--- src/rtl/core/utf8dec_pkg.sv ---
package utf8dec_pkg;

  localparam int unsigned ByteW   = 8;
  localparam int unsigned CpW     = 21;
  localparam int unsigned CountW  = 3;
  localparam int unsigned BufLen  = 4;

  localparam logic [CpW-1:0] ReplacementChar = CpW'(24'h00FFFD);

  // continuation prefix 10xxxxxx
  localparam logic [1:0] ContTag = 2'b10;

  typedef logic [BufLen-1:0][ByteW-1:0] buf_t;

  // one decode step taken from the front of the buffer
  typedef struct packed {
    logic              produce;
    logic              bad;
    logic [CpW-1:0]    value;
    logic [CountW-1:0] used;
  } step_t;

  // controller to datapath
  typedef struct packed {
    logic advance;
    logic accept;
  } dp_cmd_t;

  // datapath to controller
  typedef struct packed {
    logic produce;
    logic last;
    logic out_free;
  } dp_status_t;

  // decode the sequence at the front of bytes, which holds n valid bytes
  function automatic step_t decode_step(input buf_t bytes, input logic [CountW-1:0] n,
                                        input logic eos);
    step_t             s;
    logic [CountW-1:0] len;
    logic [CountW-1:0] avail;
    logic              bad;
    logic              brk;
    logic [ByteW-1:0]  b0;
    b0 = bytes[0];
    len = '0;
    if (!b0[7]) begin
      len = CountW'(1);
    end else if (!b0[6]) begin
      len = '0;
    end else if (!b0[5]) begin
      len = CountW'(2);
    end else if (!b0[4]) begin
      len = CountW'(3);
    end else if (!b0[3]) begin
      len = CountW'(4);
    end
    bad = (len == '0);
    avail = (n < len) ? n : len;
    for (int i = 1; i < BufLen; i++) begin
      if ((CountW'(i) < avail) && (bytes[i][7:6] != ContTag)) begin
        bad = 1'b1;
      end
    end
    brk = 1'b0;
    if (!bad && (n < len)) begin
      if (eos) begin
        bad = 1'b1;
      end else begin
        brk = 1'b1;
      end
    end
    s.produce = (n != '0) && !brk;
    s.bad     = bad;
    case (len)
      CountW'(2): s.value = CpW'({b0[4:0], bytes[1][5:0]});
      CountW'(3): s.value = CpW'({b0[3:0], bytes[1][5:0], bytes[2][5:0]});
      CountW'(4): s.value = {b0[2:0], bytes[1][5:0], bytes[2][5:0], bytes[3][5:0]};
      default:    s.value = CpW'(b0[6:0]);
    endcase
    if (bad) begin
      s.value = ReplacementChar;
      s.used  = CountW'(1);
    end else begin
      s.used  = len;
    end
    return s;
  endfunction

endpackage

--- src/rtl/core/utf8dec_in_if.sv ---
interface utf8dec_in_if;
  import utf8dec_pkg::*;

  logic             valid;
  logic             ready;
  logic [ByteW-1:0] data_byte;
  logic             end_of_stream;

  modport source (output valid, output data_byte, output end_of_stream, input ready);
  modport sink   (input valid, input data_byte, input end_of_stream, output ready);
endinterface

--- src/rtl/core/utf8dec_out_if.sv ---
interface utf8dec_out_if;
  import utf8dec_pkg::*;

  logic              valid;
  logic              ready;
  logic [CpW-1:0]    code_point;
  logic [CountW-1:0] byte_count;
  logic              replaced;
  logic              run_last;
  logic              stream_done;

  modport source (output valid, output code_point, output byte_count, output replaced,
                  output run_last, output stream_done, input ready);
  modport sink   (input valid, input code_point, input byte_count, input replaced,
                  input run_last, input stream_done, output ready);
endinterface

--- src/rtl/core/utf8dec_ctrl.sv ---
module utf8dec_ctrl (
  input  logic                    clk_i,
  input  logic                    rst_ni,
  input  logic                    in_valid_i,
  output logic                    in_ready_o,
  input  utf8dec_pkg::dp_status_t status_i,
  output utf8dec_pkg::dp_cmd_t    cmd_o
);
  import utf8dec_pkg::*;

  typedef enum logic [1:0] {
    StIdle = 2'b01,
    StRun  = 2'b10
  } state_e;

  state_e state_q, state_d;
  logic   running;
  logic   done_now;

  // release one result per cycle while the output register can take it
  assign running      = (state_q == StRun);
  assign cmd_o.advance = running && status_i.produce && status_i.out_free;

  // free for a new request once this byte releases nothing more
  assign done_now     = !running || !status_i.produce || (cmd_o.advance && status_i.last);
  assign in_ready_o   = done_now;
  assign cmd_o.accept = in_valid_i && done_now;

  // next state
  always_comb begin
    state_d = state_q;
    case (state_q)
      StIdle: begin
        if (cmd_o.accept) state_d = StRun;
      end
      StRun: begin
        if (cmd_o.accept) begin
          state_d = StRun;
        end else if (done_now) begin
          state_d = StIdle;
        end
      end
      default: state_d = StIdle;
    endcase
  end

  always_ff @(posedge clk_i or negedge rst_ni) begin
    if (!rst_ni) begin
      state_q <= StIdle;
    end else begin
      state_q <= state_d;
    end
  end

endmodule

--- src/rtl/core/utf8dec_dp.sv ---
module utf8dec_dp (
  input  logic                             clk_i,
  input  logic                             rst_ni,
  input  logic [utf8dec_pkg::ByteW-1:0]    data_byte_i,
  input  logic                             end_of_stream_i,
  input  logic                             out_ready_i,
  output logic                             out_valid_o,
  output logic [utf8dec_pkg::CpW-1:0]      code_point_o,
  output logic [utf8dec_pkg::CountW-1:0]   byte_count_o,
  output logic                             replaced_o,
  output logic                             run_last_o,
  output logic                             stream_done_o,
  input  utf8dec_pkg::dp_cmd_t             cmd_i,
  output utf8dec_pkg::dp_status_t          status_o
);
  import utf8dec_pkg::*;

  buf_t              buf_q, buf_d;
  buf_t              shifted;
  logic [CountW-1:0] cnt_q, cnt_d;
  logic [CountW-1:0] rem_cnt;
  logic              eos_q, eos_d;
  logic              out_valid_q;
  step_t             step_cur;
  step_t             step_nxt;
  buf_t              base_buf;
  logic [CountW-1:0] base_cnt;

  // decode at the front, and look ahead one step past it
  assign step_cur = decode_step(buf_q, cnt_q, eos_q);
  assign rem_cnt  = cnt_q - step_cur.used;

  always_comb begin
    shifted = buf_q;
    case (step_cur.used)
      CountW'(1): shifted = {buf_q[3], buf_q[3:1]};
      CountW'(2): shifted = {buf_q[3:2], buf_q[3:2]};
      CountW'(3): shifted = {buf_q[3], buf_q[3], buf_q[3], buf_q[3]};
      default:    shifted = buf_q;
    endcase
  end

  assign step_nxt = decode_step(shifted, rem_cnt, eos_q);

  assign status_o.produce  = step_cur.produce;
  assign status_o.last     = !step_nxt.produce;
  assign status_o.out_free = !out_valid_q || out_ready_i;

  // buffer update: drop the consumed bytes, then append the new byte
  always_comb begin
    base_buf = cmd_i.advance ? shifted : buf_q;
    base_cnt = cmd_i.advance ? rem_cnt : cnt_q;
    buf_d    = base_buf;
    cnt_d    = base_cnt;
    eos_d    = eos_q;
    if (cmd_i.accept) begin
      buf_d[base_cnt[1:0]] = data_byte_i;
      cnt_d                = base_cnt + CountW'(1);
      eos_d                = end_of_stream_i;
    end
  end

  always_ff @(posedge clk_i or negedge rst_ni) begin
    if (!rst_ni) begin
      cnt_q       <= '0;
      eos_q       <= 1'b0;
      out_valid_q <= 1'b0;
    end else begin
      cnt_q <= cnt_d;
      eos_q <= eos_d;
      if (cmd_i.advance) begin
        out_valid_q <= 1'b1;
      end else if (out_ready_i) begin
        out_valid_q <= 1'b0;
      end
    end
  end

  // buffer bytes and result payload
  always_ff @(posedge clk_i) begin
    buf_q <= buf_d;
    if (cmd_i.advance) begin
      code_point_o  <= step_cur.value;
      byte_count_o  <= step_cur.used;
      replaced_o    <= step_cur.bad;
      run_last_o    <= !step_nxt.produce;
      stream_done_o <= !step_nxt.produce && eos_q;
    end
  end

  assign out_valid_o = out_valid_q;

endmodule

--- src/rtl/core/utf8_decoder_with_replacement.sv ---
// channel  dir  handshake      payload
// in_i     in   valid/ready    data_byte[7:0], end_of_stream
// out_o    out  valid/ready    code_point[20:0], byte_count[2:0], replaced,
//                              run_last, stream_done
//
// A byte whose request completes with nothing else queued goes into the byte buffer;
// each result it releases is set by the single front-of-buffer decode step and is
// registered in the output register. Well-formed text runs at one byte per cycle
// while the output is not stalled; the next request is taken with the last result.
// Reset clears the byte count and the output valid; buffered bytes need no reset.
// A stalled output holds the decoder and, through it, the input.
module utf8_decoder_with_replacement (
  input logic           clk_i,
  input logic           rst_ni,
  utf8dec_in_if.sink    in_i,
  utf8dec_out_if.source out_o
);
  import utf8dec_pkg::*;

  dp_cmd_t    cmd;
  dp_status_t status;

  // sequencing
  utf8dec_ctrl u_ctrl (
    .clk_i      (clk_i),
    .rst_ni     (rst_ni),
    .in_valid_i (in_i.valid),
    .in_ready_o (in_i.ready),
    .status_i   (status),
    .cmd_o      (cmd)
  );

  // byte buffer, decoder and output register
  utf8dec_dp u_dp (
    .clk_i           (clk_i),
    .rst_ni          (rst_ni),
    .data_byte_i     (in_i.data_byte),
    .end_of_stream_i (in_i.end_of_stream),
    .out_ready_i     (out_o.ready),
    .out_valid_o     (out_o.valid),
    .code_point_o    (out_o.code_point),
    .byte_count_o    (out_o.byte_count),
    .replaced_o      (out_o.replaced),
    .run_last_o      (out_o.run_last),
    .stream_done_o   (out_o.stream_done),
    .cmd_i           (cmd),
    .status_o        (status)
  );

  // end of stream always closes the run of its byte
  assert property (@(posedge clk_i) disable iff (!rst_ni)
    out_o.valid && out_o.stream_done |-> out_o.run_last)
    else $error("stream_done without run_last");

  // a replacement consumes exactly one byte
  assert property (@(posedge clk_i) disable iff (!rst_ni)
    out_o.valid && out_o.replaced |->
      (out_o.code_point == ReplacementChar) && (out_o.byte_count == CountW'(1)))
    else $error("bad replacement result");

  // consumed byte count stays within one to four
  assert property (@(posedge clk_i) disable iff (!rst_ni)
    out_o.valid |-> (out_o.byte_count != '0) && (out_o.byte_count <= CountW'(4)))
    else $error("byte_count out of range");

  // a new request is never taken while a result is being released and held back
  assert property (@(posedge clk_i) disable iff (!rst_ni)
    cmd.accept |-> !(status.produce && !status.out_free && !in_i.ready) && in_i.valid)
    else $error("request taken while busy");

endmodule

--- src/flat_wrapper.sv ---
// flat-port wrapper written by rule: the top's interface ports become plain ports
module utf8_decoder_with_replacement_flat import utf8dec_pkg::*;
  (clk_i, rst_ni, in_i_valid, in_i_data_byte, in_i_end_of_stream, in_i_ready, out_o_valid, out_o_code_point, out_o_byte_count, out_o_replaced, out_o_run_last, out_o_stream_done, out_o_ready);
  utf8dec_in_if in_i_i ();
  utf8dec_out_if out_o_i ();
  input logic clk_i;
  input logic rst_ni;
  input wire logic [$bits(in_i_i.valid)-1:0] in_i_valid;
  input wire logic [$bits(in_i_i.data_byte)-1:0] in_i_data_byte;
  input wire logic [$bits(in_i_i.end_of_stream)-1:0] in_i_end_of_stream;
  output wire logic [$bits(in_i_i.ready)-1:0] in_i_ready;
  output wire logic [$bits(out_o_i.valid)-1:0] out_o_valid;
  output wire logic [$bits(out_o_i.code_point)-1:0] out_o_code_point;
  output wire logic [$bits(out_o_i.byte_count)-1:0] out_o_byte_count;
  output wire logic [$bits(out_o_i.replaced)-1:0] out_o_replaced;
  output wire logic [$bits(out_o_i.run_last)-1:0] out_o_run_last;
  output wire logic [$bits(out_o_i.stream_done)-1:0] out_o_stream_done;
  input wire logic [$bits(out_o_i.ready)-1:0] out_o_ready;
  assign in_i_i.valid = in_i_valid;
  assign in_i_i.data_byte = in_i_data_byte;
  assign in_i_i.end_of_stream = in_i_end_of_stream;
  assign in_i_ready = in_i_i.ready;
  assign out_o_valid = out_o_i.valid;
  assign out_o_code_point = out_o_i.code_point;
  assign out_o_byte_count = out_o_i.byte_count;
  assign out_o_replaced = out_o_i.replaced;
  assign out_o_run_last = out_o_i.run_last;
  assign out_o_stream_done = out_o_i.stream_done;
  assign out_o_i.ready = out_o_ready;
  utf8_decoder_with_replacement u_core (.clk_i(clk_i), .rst_ni(rst_ni), .in_i(in_i_i), .out_o(out_o_i));
endmodule
--- config.mk ---
export PLATFORM = sky130hd
export DESIGN_NAME = utf8_decoder_with_replacement_flat
export DESIGN_NICKNAME = d
export VERILOG_FILES = /design/src/rtl/core/utf8dec_pkg.sv /design/src/rtl/core/utf8dec_in_if.sv /design/src/rtl/core/utf8dec_out_if.sv /design/src/rtl/core/utf8dec_ctrl.sv /design/src/rtl/core/utf8dec_dp.sv /design/src/rtl/core/utf8_decoder_with_replacement.sv /design/src/flat_wrapper.sv
export SDC_FILE = /design/constraint.sdc
export NUM_CORES = 1
export LEC_CHECK = 0
export BUFFER_PORTS_ARGS = -buffer_cell sky130_fd_sc_hd__clkbuf_2
export CAP_MARGIN = 20
export CORE_MARGIN = 4
export CORE_UTILIZATION = 59
export DETAILED_ROUTE_END_ITERATION = 7
export PLACE_DENSITY = 0.8
export SLEW_MARGIN = 20
export SYNTH_ARGS = -nofsm -noshare
export SYNTH_HDL_FRONTEND = slang
export SYNTH_SLANG_ARGS = --single-unit
--- constraint.sdc ---
create_clock -name clk_i -period 7.4 [get_ports clk_i]
set_input_delay 1.48 -clock clk_i [delete_from_list [all_inputs] [get_ports clk_i]]
set_output_delay 1.48 -clock clk_i [all_outputs]
set_load 0.01 [all_outputs]
==> impl_metrics.csv <==
group,metric,value,unit
floorplan,ioPinCount,42,
min_path,min_to,"u_core.u_ctrl.state_q[1]",
finish,final_cells,510,
placed_design,dpl-instance-area,4280,sq um
timing,slew_viol_final,0,
floorplan,num_rows,29,
critical_path,r2r_slack,1.20,ns
timing,finalSetupViolations,0,
placed_design,hpwl,7580,um
timing,skew,0.00734,ns
route,wl,10600,um
synthesis,ys_ff_latch,66,
route,drt_iter0_markers,451,
placed_design,gp_congestion,1.03,
run_status,status,"complete, no violations",
synthesis,synth.distinct_cells,87,
route,wl_per_cell,20.7,um
clocking,worst_skew_pair.late_latency,0.35,ns
floorplan,die_area,8230,sq um
route,drt.antenna.violating_nets,0,
global_routing,grt_pass1_wl,16900,um
global_routing,grt_pass1_vias,3307,
finish,drive_gt1_frac,0.245,
finish,diodes,0,
clocking,cts_buffers,9,
min_path,holdCritStartpoint,"u_core.u_ctrl.state_q[1]",
critical_path,worstSetupPathType,"flop to output port",
clocking,cts.clk_slew.worst_paths,0.07,ns
synthesis,syn-instance-count,388,
finish,area_delta_synth_final,12.6,%
global_routing,grt_max_degree,24,
clocking,cts_max_level,3,
timing,clock.fmax,139,MHz
global_routing,antenna_found_initial,0,
synthesis,yosys-top-cells-area,"edfxtp_1, dfxtp_1, ha_1",
route,viasPerCell,7.01,
floorplan,start_util,0.621,
min_path,hold_path.class,"flop to flop",
critical_path,regToRegStartpoint,"u_core.u_dp.buf_q[7]",
finish,fin_nets,455,
finish,fin_area,4540,sq um
critical_path,cp-end-kind,"output port",
synthesis,post_synth.cell_area_avg,10.4,sq um
global_routing,grt_remaining_overflow,0,
critical_path,critical_path.max_fanout,10,
global_routing,grt.met3_usage,0.0408,
placed_design,io_buffers,41,
min_path,hold_depth,2,
global_routing,grt_util_met1,0.361,
clocking,cts_tree,"done",
critical_path,ff2ff_path_depth,19,
clocking,clk_path_buf_depth,2,
route,vias,3576,
synthesis,synth_warnings,0,
clocking,clkSinkCount,66,
clocking,cts_root_buf,"clkbuf_8",
floorplan,dieHeight,90.7,um
synthesis,synth_edf_count,35,
floorplan,core_area,6490,sq um
timing,relSlewSlack,0.378,
synthesis,synth_top_cell_by_area,"edfxtp_1",
synthesis,synth.top_cell.area_share,0.260,
run,cap_violations,0,
synthesis,synth_common_cells,"edfxtp_1, nand2_1, dfxtp_1, inv_1",
critical_path,cp-start-kind,"flop",
global_routing,grtUsageTotal,0.257,
synthesis,yosysMostFrequentCell,"edfxtp_1",
global_routing,grt_busiest_layer,"met2",
clocking,cts_hold_buffers,0,
timing,period_share,0.969,
critical_path,crit_required,5.92,ns
floorplan,die_width,90.7,um
placed_design,dp.cells,492,
synthesis,async_reset_ff_frac,0.106,
critical_path,cp.arrival,5.69,ns
synthesis,synth_nets,415,
synthesis,ys.flop_type,"edfxtp_1",
synthesis,seq_area_frac_synth,0.423,
timing,hold_violations,0,
global_routing,grt_use_met2,0.389,
timing,tightest_slew,0.929,ns
route,firstDrtPassIters,6,
route,post-route-drc-count,0,
timing,post-route-min-period,7.17,ns
synthesis,synth.cell_area,4040,sq um
-- what timing repair did --
action / 4_1_cts / 5_1_grt
pin swaps: 0 / 2
buffers inserted: 0 / 2
resized for setup: 3 / 8
setup endpoints to repair: 1 / 1
-- worst max path at each step --
stage | to | start | cells after the start | slack [ns]
floorplan | in_i_ready | u_core.u_dp.buf_q[7] | 22 | 0.90
finish | in_i_ready | u_core.u_dp.buf_q[7] | 20 | 0.23
detailed placement | in_i_ready | u_core.u_dp.buf_q[7] | 20 | 0.30
CTS | in_i_ready | u_core.u_dp.buf_q[4] | 22 | 0.05
global route | in_i_ready | u_core.u_dp.buf_q[7] | 22 | -0.02
global placement | in_i_ready | u_core.u_dp.buf_q[7] | 20 | 0.59
-- area by class of cell --
| cell class | count | area (sq um) |
|---|---|---|
| clock buffer | 11 | 153 |
| clock inverter | 5 | 60.1 |
| fill | 475 | 1950 |
| inverter | 24 | 90.1 |
| multi-input combinational | 274 | 2140 |
| sequential | 66 | 1710 |
| tap | 77 | 96.3 |
| timing repair buffer | 53 | 295 |
-- placed cells by master (no fill, tap or decap), types with 8 or more instances in the layout --
cell type  count
a32oi_1       14
o21ai_0       10
o211ai_1      14
o32ai_1        8
a211oi_1      14
a21oi_1        9
ha_1          13
inv_1         24
a22o_1         9
and2_1         9
clkbuf_8       9
edfxtp_1      35
a22oi_1        9
nand2_1       27
buf_4         12
nor2_1        14
dfxtp_1       21
a221oi_1       9
clkbuf_2      41
-- critical path, cell delays in order, from the launching register on --
cell and delay, ns:
dfxtp_2 0.45, nand2_2 0.15, or3_4 0.45, ha_1 0.34
o211ai_1 0.15, o211ai_1 0.29, or3b_4 0.45, a21oi_1 0.17
inv_1 0.08, fa_1 0.44, xnor2_2 0.18, xnor2_2 0.27
ha_1 0.30, a211oi_1 0.25, o31ai_1 0.15, a211oi_2 0.27
o221ai_2 0.16, a221o_2 0.42, nand2_2 0.16, a21o_1 0.12
clkbuf_2 0.12
-- metrics by stage --
step	setup TNS (ns)	hold WS, ns	setup WS, ns	utilization
2_1_floorplan	0	0.537	0.902	-
4_1_cts	0	0.588	0.0500	0.693
3_3_place_gp	0	0.578	0.592	0.660
6_report	0	0.587	0.226	0.699
3_5_place_dp	0	0.579	0.302	0.660
5_1_grt	-0.0212	0.648	-0.0212	0.699
-- metal layers --
metal	routed length, um	part of all wire
met5	0	0
met4	235	0.022
met3	1080	0.10
met2	4660	0.44
met1	4600	0.43
-- cell families after synthesis --
family / Yosys count / share of synthesized area
AOI/OAI and AO/OA: 141 / 0.291
and+or+nand+nor: 107 / 0.150
DFF: 66 / 0.423
buffers and inverters: 48 / 0.0567
adders and majority gates: 14 / 0.0453
muxes: 9 / 0.0245
xor gates and xnor gates: 3 / 0.00837
Power is not shown: default switching activity piles up to over one toggle a cycle in this logic, so the estimate is an artifact.
